### config.mk
export PLATFORM = sky130hd
export DESIGN_NAME = hbbc_mod
export DESIGN_NICKNAME = d
export VERILOG_FILES = /design/src/hashed_block_buffer_cache_unit_macros.svh /design/src/hbbc_pkg.sv /design/src/hbbc_mod.sv
export SDC_FILE = /design/constraint.sdc
export NUM_CORES = 1
export LEC_CHECK = 0
export ABC_CLOCK_PERIOD_IN_PS = 8500
export BUFFER_PORTS_ARGS = -buffer_cell sky130_fd_sc_hd__buf_2
export CAP_MARGIN = 20
export CORE_ASPECT_RATIO = 1.4
export CORE_MARGIN = 1
export CORE_UTILIZATION = 50
export DETAILED_ROUTE_END_ITERATION = 8
export HOLD_SLACK_MARGIN = 0.1
export PLACE_DENSITY = 0.75
export SLEW_MARGIN = 20
export SYNTH_ARGS = -nofsm -noshare
export SYNTH_HDL_FRONTEND = slang
export SYNTH_SLANG_ARGS = --single-unit
### constraint.sdc
create_clock -name clock -period 8.5 [get_ports clock]
set_input_delay 1.275 -clock clock [delete_from_list [all_inputs] [get_ports clock]]
set_output_delay 1.275 -clock clock [all_outputs]
set_load 0.01 [all_outputs]
### src/hashed_block_buffer_cache_unit_macros.svh
// Assertion helpers shared by the buffer cache RTL.
`ifndef HASHED_BLOCK_BUFFER_CACHE_UNIT_MACROS_SVH
`define HASHED_BLOCK_BUFFER_CACHE_UNIT_MACROS_SVH

// Same-cycle implication, disabled while reset is high.
`define HBBC_ASSERT_NOW(label, clk, rst, ante, cons) \
   label: assert property (@(posedge clk) disable iff (rst) (ante) |-> (cons)) \
      else $error("buffer cache assertion failed");

// Next-cycle implication, disabled while reset is high.
`define HBBC_ASSERT_NEXT(label, clk, rst, ante, cons) \
   label: assert property (@(posedge clk) disable iff (rst) (ante) |=> (cons)) \
      else $error("buffer cache assertion failed");

`endif

### src/hbbc_pkg.sv
// ----------------------------------------------------------------------------
// hbbc_pkg
// Field widths and operation and status codes of the buffer cache.
// ----------------------------------------------------------------------------
package hbbc_pkg;

   localparam int unsigned DEVICE_W = 32;
   localparam int unsigned BLOCK_W  = 32;
   localparam int unsigned SLOT_W   = 5;
   localparam int unsigned REFS_W   = 8;

   localparam logic [REFS_W-1:0] REFS_MAX = 8'hFF;

   typedef enum logic [1:0] {
      KIND_GET     = 2'd0,
      KIND_RELEASE = 2'd1,
      KIND_PIN     = 2'd2,
      KIND_UNPIN   = 2'd3
   } kind_type;

   typedef enum logic [1:0] {
      STATUS_OK        = 2'd0,
      STATUS_NO_FREE   = 2'd1,
      STATUS_UNDERFLOW = 2'd2
   } status_type;

endpackage

### src/hbbc_mod.sv
// ----------------------------------------------------------------------------
// hbbc_mod
// Remainder of a 32-bit value by the bucket count, by reciprocal multiplication.
// ----------------------------------------------------------------------------
module hbbc_mod #(
   parameter int unsigned BUCKETS = 13
) (
   input  logic                              clock,
   input  logic                              reset,
   input  logic                              start,
   input  logic [hbbc_pkg::BLOCK_W-1:0]      operand,
   output logic                              done,
   output logic [((BUCKETS > 1) ? $clog2(BUCKETS) : 1)-1:0] remainder
);

   localparam int unsigned BW    = (BUCKETS > 1) ? $clog2(BUCKETS) : 1;
   localparam int unsigned SHIFT = hbbc_pkg::BLOCK_W + $clog2(BUCKETS);
   localparam int unsigned PW    = SHIFT + hbbc_pkg::BLOCK_W;
   // Rounded-up reciprocal: the bits of operand * MAGIC above SHIFT are the
   // exact quotient for every 32-bit operand.
   localparam logic [hbbc_pkg::BLOCK_W:0] MAGIC = (hbbc_pkg::BLOCK_W + 1)'(
      ((64'd1 << SHIFT) + 64'(BUCKETS) - 64'd1) / 64'(BUCKETS));
   localparam logic [hbbc_pkg::BLOCK_W-1:0] DIVISOR = hbbc_pkg::BLOCK_W'(BUCKETS);

   typedef enum logic [1:0] {
      STEP_IDLE,
      STEP_QUOT,
      STEP_REM
   } step_type;

   step_type                       step_ff, step_in;
   logic                           done_ff, done_in;
   logic [hbbc_pkg::BLOCK_W-1:0]   op_ff, op_in;
   logic [hbbc_pkg::BLOCK_W-1:0]   quot_ff, quot_in;
   logic [BW-1:0]                  rem_ff, rem_in;
   logic [PW-1:0]                  product;
   logic [hbbc_pkg::BLOCK_W-1:0]   diff;

   assign product = PW'(op_ff) * PW'(MAGIC);
   // The quotient times the divisor never exceeds the operand, so the
   // difference is the remainder and fits in BW bits.
   assign diff    = op_ff - quot_ff * DIVISOR;

   always_comb begin
      step_in = step_ff;
      done_in = 1'b0;
      op_in   = op_ff;
      quot_in = quot_ff;
      rem_in  = rem_ff;
      if (start) begin
         step_in = STEP_QUOT;
         op_in   = operand;
      end else begin
         case (step_ff)
            STEP_QUOT: begin
               quot_in = product[SHIFT +: hbbc_pkg::BLOCK_W];
               step_in = STEP_REM;
            end
            STEP_REM: begin
               rem_in  = diff[BW-1:0];
               done_in = 1'b1;
               step_in = STEP_IDLE;
            end
            default: begin
               step_in = STEP_IDLE;
            end
         endcase
      end
   end

   always_ff @(posedge clock) begin
      if (reset) begin
         step_ff <= STEP_IDLE;
         done_ff <= 1'b0;
      end else begin
         step_ff <= step_in;
         done_ff <= done_in;
      end
      op_ff   <= op_in;
      quot_ff <= quot_in;
      rem_ff  <= rem_in;
   end

   assign done      = done_ff;
   assign remainder = rem_ff;

endmodule

# After elaboration in Yosys (flattened, before gate mapping)

Cells that the tools add are included.
Widths: inputs -> output; s select.

Output and inout bits: 5
Bits in registers: 68
Word-level logic and storage cells: 18

Add/subtract/negate cells: 1
Eq/ne operators: 2
Multiplexer cells: 3
Bitwise logic cells: 1
Reductions and logical operators: 3
$mul: 2

Operators by type and width:

| cell                   | count |
|---|---|
| $mul 32x31->63 const B | 1 |
| $mul 29x4->4 const B   | 1 |
| $reduce_and 2->1       | 2 |
| $sub 4x4->4            | 1 |
| $eq 2x1->1 const B     | 1 |
| $eq 2x2->1 const B     | 1 |
| $mux 1                 | 2 |
| $mux 2                 | 1 |
| $reduce_or 2->1        | 1 |
| $not 1->1              | 1 |

# Depth between registers and ports, before layout

Gate-level depths: netlist (run 1).

Word-level depth: 3
Depth in mapped cells: 23
Mapped depth without buffers: 23

# Worst setup path after synthesis (run 1)

Ideal clock, no wire load.

Path type: register -> register
Start point: reg op_ff[3] (netlist name)
End point: reg quot_ff[2] (netlist name) (data pin)
Path slack: 2,203 ps
Arrival time: 6,030 ps
Stages on the path, launching flop included: 21
Library setup time: 266 ps
Data required time: 8,234 ps
Cells stage by stage: edfxtp_1 fa_1 inv_1 fa_1 fa_1 inv_1 fa_1 fa_1 fa_1 fa_1 inv_1 fa_1 inv_1 ha_1 nand2_1 o21ai_1 nor4_2 a21oi_2 a2111oi_2 a221oi_2 xor2_1

Cells in the longest elaborated chain, start to end: 1

Ends and longest elaborated chain:

| element                | line           | text |
|---|---|---|
| from (decl)            | hbbc_mod.sv:33 | `logic [hbbc_pkg::BLOCK_W-1:0] op_ff, op_in;` |
| from (signal assigned) | hbbc_mod.sv:79 | `op_ff <= op_in;` |
| $mul 32x31->63         | hbbc_mod.sv:39 | `assign product = PW'(op_ff) * PW'(MAGIC);` |
| named net product[38]  | hbbc_mod.sv:36 | `logic [PW-1:0] product;` |
| to (signal assigned)   | hbbc_mod.sv:80 | `quot_ff <= quot_in;` |
| to (decl)              | hbbc_mod.sv:34 | `logic [hbbc_pkg::BLOCK_W-1:0] quot_ff, quot_in;` |

The timed path passes the listed nets, and every way through them passes these cells.
A chain may end at the register's enable or synchronous reset.

# Worst setup path in the final report (run 1)

Start point: reg op_ff[12] (netlist name)
End point: reg quot_ff[2] (netlist name) (data pin)

The elaborated chain is that of the path after synthesis.

==> results of run 1 <==
==> synthesized netlist by cell type <==
cell type	instances
inv_1	415
fa_1	249
ha_1	224
edfxtp_1	40
xnor2_1	31
a21oi_1	22
nand2_1	14
o21ai_0	11
nand4_1	8
nor2_1	8
nand3_1	7
xor2_1	7
nor3_1	6
o211ai_1	4
dfxtp_1	3
nand2b_1	3
nor2b_1	3
o21a_1	3
a211oi_1	2
a21o_1	2
nor3b_1	2
a2111oi_2	1
a21oi_2	1
a221oi_2	1
and2_1	1
and3_1	1
and4_1	1
nand4b_1	1
nor4_2	1
o2111ai_1	1
o211ai_2	1
o21ai_1	1
o21ba_2	1
o21bai_1	1
o221ai_1	1
o41ai_1	1
==> stage by stage <==
step	instance area (um2)	hold slack, ns	worst slack (ns)	util, %
after global placement	12160	0.5874	1.782	53.78
after floorplan	11580	0.5585	2.203	-
final	12300	0.5979	1.680	54.41
after global routing	12300	0.6340	1.301	54.41
after CTS	12300	0.6115	1.678	54.41
after detailed placement	12160	0.5956	1.698	53.78
==> cell usage in the layout, fill, tap and decap left out, types with 2 or more instances in the layout <==
cell type,n
o21ai_0,11
nand2b_1,3
o211ai_1,4
dfxtp_1,3
nand3_1,7
xor2_1,7
a211oi_1,2
inv_1,415
fa_1,249
clkbuf_16,5
xnor2_1,31
edfxtp_1,40
ha_1,224
nor3_1,6
a21oi_1,22
nand4_1,8
nor2_1,8
nor3b_1,2
a21o_1,2
o21a_1,3
buf_2,39
nor2b_1,3
nand2_1,14
==> worst register-to-register path: cells and delay by family, from the launching register on <==
family	cells	cell delay, ns
adder cells (fa/ha/maj)	9	4.37
XOR/XNOR	1	0.16
flip-flops	1	0.63
buffers and inverters	6	0.44
AND/OR/NAND/NOR	1	0.21
AO/OA/AOI/OAI	3	0.76
==> area by class of cell <==
class / count / area (um2) / area share [%]
multi-input combinational: 621 / 8761 / 71.22
clock inverter: 2 / 12.51 / 0.1017
clock buffer: 6 / 128.9 / 1.048
timing repair buffer: 40 / 202.7 / 1.648
tap: 301 / 376.6 / 3.062
sequential: 43 / 1261 / 10.25
inverter: 415 / 1558 / 12.66
==> state kept, by name (all words and copies together) (netlist names) <==
name       cells
done           1
quot_ff        4
remainder      4
step_ff        2
op_ff         32
==> logic make-up (layout without fill, tap and decap cells) <==
| logic type | Yosys count | after routing | synth area share (%) |
|---|---|---|---|
| fa+ha+maj | 473 | 473 | 67.25 |
| buf+inv | 415 | 463 | 13.45 |
| simple gates | 56 | 56 | 2.528 |
| compound gates | 54 | 54 | 3.004 |
| flops | 43 | 43 | 10.89 |
| xor+xnor | 38 | 38 | 2.874 |
==> worst max-delay path by stage <==
stage / startpoint / to / slack [ns] / cells after the start
5_1_grt: op_ff[12] / quot_ff[2] / 1.30 / 20
3_3_place_gp: op_ff[12] / quot_ff[2] / 1.78 / 20
2_1_floorplan: op_ff[3] / quot_ff[2] / 2.20 / 20
4_1_cts: op_ff[12] / quot_ff[2] / 1.68 / 20
3_5_place_dp: op_ff[12] / quot_ff[2] / 1.70 / 20
6_report: op_ff[12] / quot_ff[2] / 1.68 / 20
==> per-layer routing <==
layer | share of wire (%) | global-route usage (%) | vias to the layer above
met2 | 54 | 46.62 | 148
met4 | 6.3 | 14.80 | 0
li1 | - | - | 3290
met5 | 0 | 0 | -
met1 | 37 | 29.75 | 3681
met3 | 3.0 | 3.225 | 71
==> summary.txt, run 1 <==
CTS
  – CTS sink count: 43
  – Skew-Pair Late Insertion Delay: 0.31 ns
  – Clock-pin transition on the worst setup and hold timing paths: 0.07 ns
  – Gates resized, CTS repair: 0
  – CTS buffer count: 5
  – Post-CTS Setup Inserts: 0
  – Clock Path Buffers: 2
  – CTS root buf: clkbuf_16
  – Post-cts hold buffer count: 0
  – Clock H-tree levels: 2
  – CTS tree: done

Timing
  – FMAX: 0.1466 GHz
  – Min cycle time layout: 6.820 ns
  – Setup violators final: 0
  – Final hold vios: 0
  – Clock skew: 0.004763 ns
  – Crit share post-route: 80.23%
  – Total Neg Setup Slack: 0 ns
  – RSZ-0062 raised after global routing: no
  – Max transition margin: 49.31%
  – Worst Tran Pin Value: 0.7604 ns
  – Fin. max-slew vios: 0

Route
  – DRC: 0
  – Vias: 7190
  – WL/cell: 18.86 um
  – 1st-pass router iterations: 4
  – Detail Route Antenna Nets: 0
  – Drt initial violations: 341
  – Avg Vias per Cell: 5.035
  – Routed Wire Length: 26930 um

Run
  – Max-cap check violation count: 0

Place
  – RD Place Congestion: 0.9537
  – PortBufs: 39
  – Placed Cells: 1420
  – Detailed placement HPWL: 24440 um

Synthesis
  – Ys Warns: 0
  – Post-synth top area share: 43.05%
  – Distinct cells, synth: 36
  – Post-synthesis cell count: 1079
  – Seq/Total Area, Yosys: 10.89%
  – Synth area leaders: fa_1, ha_1, inv_1, edfxtp_1, xnor2_1
  – Netlist Area Pre-Place: 0.01158 mm2
  – Largest area contributor in the netlist: fa_1
  – Avg Cell Area, Syn: 10.73 um2
  – Yosys reg bits: 43
  – Mapped Nets: 1587

Finish
  – Post-route insts no fill: 1428
  – Fillers: 1996
  – Layout cell share with drive strength beyond 1: 4.703%
  – Layout area overhead: 6.223%
  – # diodes: 0
  – Fin nets: 1634

Min path
  – WHS Endpoint: step_ff[1]
  – Hold depth: 2
  – Hold WC Path Type: flop to flop
  – Min-Delay Startpoint: step_ff[1]

GRT
  – GRT Residual Overflow: 0
  – Vias in the first global route: 8337
  – First-pass GRT wire length: 44780 um
  – Largest net degree at the start of global routing: 36
  – Initial antenna violation count: 0
  – Total track usage: 26.16%

Floorplanning
  – Die Area: 0.02378 mm2
  – Starting Density: 51.22%
  – DIE HEIGHT: 182.1 um
  – I/O pin count: 40
  – Cell Rows: 65
  – Core box area: 0.02261 mm2
  – Die X: 130.6 um

Critical path
  – Max Fanout on Critical Path: 7
  – CP bufs+invs: 6
  – Critical path startpoint category: flop
  – Worst-path cell chain: inv_1 > fa_1 > inv_1 > ha_1 > inv_1 > fa_1 > inv_1 > fa_1 > fa_1 > fa_1 > fa_1 > inv_1 > fa_1 > inv_1 > ha_1 > a21oi_1 > nand4b_1 > a2111oi_2 > a221oi_2 > xor2_1
  – Data arrival, critical path: 6.87 ns
  – CP max stage delay: 0.63 ns
  – CP max stage cell: edfxtp_1
  – Critical path type: flop to flop
  – Worst r2r src: op_ff[12]
  – R2R setup slack: 1.68 ns
  – Most common cell on crit path: fa_1
  – Reg2reg path depth: 20
  – RR Endpoint: quot_ff[2]
  – Worst path required time: 8.55 ns
  – Crit-path leading delay family: adder cells
  – Setup crit end kind: flop

Run status
  – Outcome: finished clean
Power of run 1 is left out: the tool's default activity adds up to more than one toggle a clock period on the data nets, which glitch-free logic cannot reach.
==> inputs of run 2 (changes only) <==
ABC_CLOCK_PERIOD_IN_PS = 6100   (was 8500)
PLACE_DENSITY = 0.78   (was 0.75)
clock period = 6.1 ns   (was 8.5 ns; I/O delays follow)
==> run 2 against run 1 <==
Against the previous run: the flow now finishes with violations (setup timing); die area is the same; hold slack improved by 0.014 ns; cell area grew 14%; clock skew about the same; sequential share of layout area is 1.2 points lower; non-clock buffer count increased by 155; utilization up 7.5 points; clock-buffer cell count shrank 1; final cell count grew 11%; via count is 12% higher; routed wire length grew 14%; register-to-register slack got worse by 1.9 ns; largest cell class unchanged.
==> summary.txt, run 2 (synthesis results as in run 1) <==
Run status
  – Outcome: finished, violations left (was finished clean)
  – Failing checks: setup timing

Critical path
  – Setup crit end kind: flop (unchanged)
  – Crit-path leading delay family: adder cells (unchanged)
  – Data arrival, critical path: 6.38 ns (was 6.87 ns)
  – CP max stage delay: 0.57 ns (was 0.63 ns)
  – Critical path type: flop to flop (unchanged)
  – Most common cell on crit path: fa_1 (unchanged)
  – CP max stage cell: fa_1 (was edfxtp_1)
  – Worst-path cell chain: inv_2 > fa_1 > inv_2 > ha_4 > inv_2 > fa_1 > fa_1 > inv_1 > fa_1 > fa_1 > fa_1 > inv_2 > fa_1 > inv_2 > ha_4 > a21oi_2 > o21ai_1 > nor4_2 > a21oi_2 > a2111oi_4 > a221oi_2 > xor2_1 (was inv_1 > fa_1 > inv_1 > ha_1 > inv_1 > fa_1 > inv_1 > fa_1 > fa_1 > fa_1 > fa_1 > inv_1 > fa_1 > inv_1 > ha_1 > a21oi_1 > nand4b_1 > a2111oi_2 > a221oi_2 > xor2_1)
  – Worst path required time: 6.14 ns (was 8.55 ns)
  – Max Fanout on Critical Path: 4 (was 7)
  – R2R setup slack: -0.24 ns (was 1.68 ns)
  – Critical path startpoint category: flop (unchanged)
  – CP bufs+invs: 6 (unchanged)

Timing
  – FMAX: 0.1578 GHz (was 0.1466 GHz)
  – Hold WS: 0.6118 ns (was 0.5979 ns)
  – Final hold vios: 0 (unchanged)
  – RSZ-0062 raised after global routing: yes (was no)
  – Crit share post-route: 103.9% (was 80.23%)
  – Setup violators final: 4 (was 0)
  – Clock skew: 0.005097 ns (was 0.004763 ns)
  – Worst Tran Pin Value: 0.6804 ns (was 0.7604 ns)
  – Min cycle time layout: 6.336 ns (was 6.820 ns)
  – Final WS setup: -0.2361 ns (was 1.680 ns)
  – Fin. max-slew vios: 0 (unchanged)
  – Max transition margin: 54.54% (was 49.31%)

Route
  – WL met2: 16360 um (was 14550 um)
  – DRC: 0 (unchanged)
  – Avg Vias per Cell: 5.101 (was 5.035)
  – Met3 wire length: 935 um (was 807 um)
  – Detail Route Antenna Nets: 0 (unchanged)
  – M1 WL: 10470 um (was 9870 um)
  – 1st-pass router iterations: 5 (was 4)
  – WL/cell: 19.36 um (was 18.86 um)
  – Top layer in use: met4 (unchanged)
  – Drt initial violations: 422 (was 341)
  – Routed Wire Length: 30620 um (was 26930 um)
  – Vias: 8069 (was 7190)

Run
  – Max-cap check violation count: 0 (unchanged)

Finish
  – Layout area overhead: 20.84% (was 6.223%)
  – Largest reg by FF count: op_ff (unchanged)
  – Fin nets: 1789 (was 1634)
  – Commonest non-fill, non-tap cell in the layout: inv_1 (unchanged)
  – Max FFs per register: 32 (unchanged)
  – Most frequent cells in the layout: inv_1, fa_1, ha_1 (unchanged)
  – # diodes: 0 (unchanged)
  – Layout cell share with drive strength beyond 1: 24.28% (was 4.703%)

CTS
  – Clock-pin transition on the worst setup and hold timing paths: 0.06 ns (was 0.07 ns)
  – CTS tree: done (unchanged)
  – CTS sink count: 43 (unchanged)
  – Post-cts hold buffer count: 0 (unchanged)
  – Skew-Pair Late Insertion Delay: 0.30 ns (was 0.31 ns)
  – CTS buffer count: 5 (unchanged)
  – CTS root buf: clkbuf_16 (unchanged)
  – Clock Path Buffers: 2 (unchanged)
  – Clock H-tree levels: 2 (unchanged)

Floorplanning
  – I/O pin count: 40 (unchanged)
  – Starting Density: 51.22% (unchanged)
  – Cell Rows: 65 (unchanged)
  – DIE HEIGHT: 182.1 um (unchanged)
  – Die X: 130.6 um (unchanged)
  – Die Area: 0.02378 mm2 (unchanged)
  – Core box area: 0.02261 mm2 (unchanged)

GRT
  – Largest net degree at the start of global routing: 36 (unchanged)
  – GRT Residual Overflow: 0 (unchanged)
  – First-pass GRT wire length: 48620 um (was 44780 um)
  – Total track usage: 28.27% (was 26.16%)
  – Initial antenna violation count: 0 (unchanged)
  – Vias in the first global route: 9432 (was 8337)

Place
  – RD Place Congestion: 0.9485 (was 0.9537)
  – Detailed placement HPWL: 26180 um (was 24440 um)
  – PortBufs: 39 (unchanged)

Min path
  – Hold WC Path Type: flop to flop (unchanged)
run 2: changes by cell type in the layout (fill, tap and decap cells not counted), moves of 24 or more:
| cell | delta |
|---|---|
| inv_1 | -29 |
| inv_2 | +29 |
| fa_1 | -24 |
| ha_1 | -26 |
| buf_4 | +146 |
| fa_2 | +24 |
run 2: worst register-to-register path: cells and delay by family, from the launching register on:
kind | cells | cell delay [ns]
buffers and inverters | 6 | 0.37
flip-flops | 1 | 0.51
AO/OA/AOI/OAI | 5 | 0.71
adder cells (fa/ha/maj) | 9 | 4.14
XOR/XNOR | 1 | 0.14
AND/OR/NAND/NOR | 1 | 0.19
run 2: final cells by class:
type,count,area (um2)
clock inverter,2,8.758
sequential,43,1261
clock buffer,5,125.1
inverter,415,1558
multi-input combinational,621,9264
tap,301,376.6
timing repair buffer,195,1400
fill,1766,8616
run 2: what timing repair did:
| action | CTS | global route |
|---|---|---|
| pin swaps | 59 | 64 |
| endpoints found under the setup margin | 4 | 4 |
| gates resized for setup | 64 | 41 |
| setup buffers | 15 | 16 |
run 2: routing by layer:
layer  track usage (%)  up-vias
li1                  -     3602
met1             30.60     4086
met2             49.90      243
met3             2.785      138
met4             21.79        0
met5                 0        -
run 2: path summary, 6_finish.rpt:
path / startpoint / endpoint / cells after the start
max reg2reg: op_ff[14] / quot_ff[2] / 22
min: step_ff[0] / remainder[0] / 1
min reg2reg: step_ff[0] / remainder[0] / 1
max: op_ff[14] / quot_ff[2] / 22
run 2: stage by stage:
step / setup TNS (ns) / utilization [%] / std cells / cell area (um2) / setup WS, ns
2_1_floorplan: 0 / - / 1079 / 11660 / 0.009157
3_3_place_gp: -0.9853 / 58.26 / 1544 / 13170 / -0.3450
3_5_place_dp: -1.161 / 58.26 / 1544 / 13170 / -0.3751
4_1_cts: -0.2721 / 60.66 / 1566 / 13710 / -0.1656
5_1_grt: -1.264 / 61.89 / 1582 / 13990 / -0.3991
6_report: -0.5047 / 61.89 / 1582 / 13990 / -0.2361
Power of run 2 is left out for the same reason.
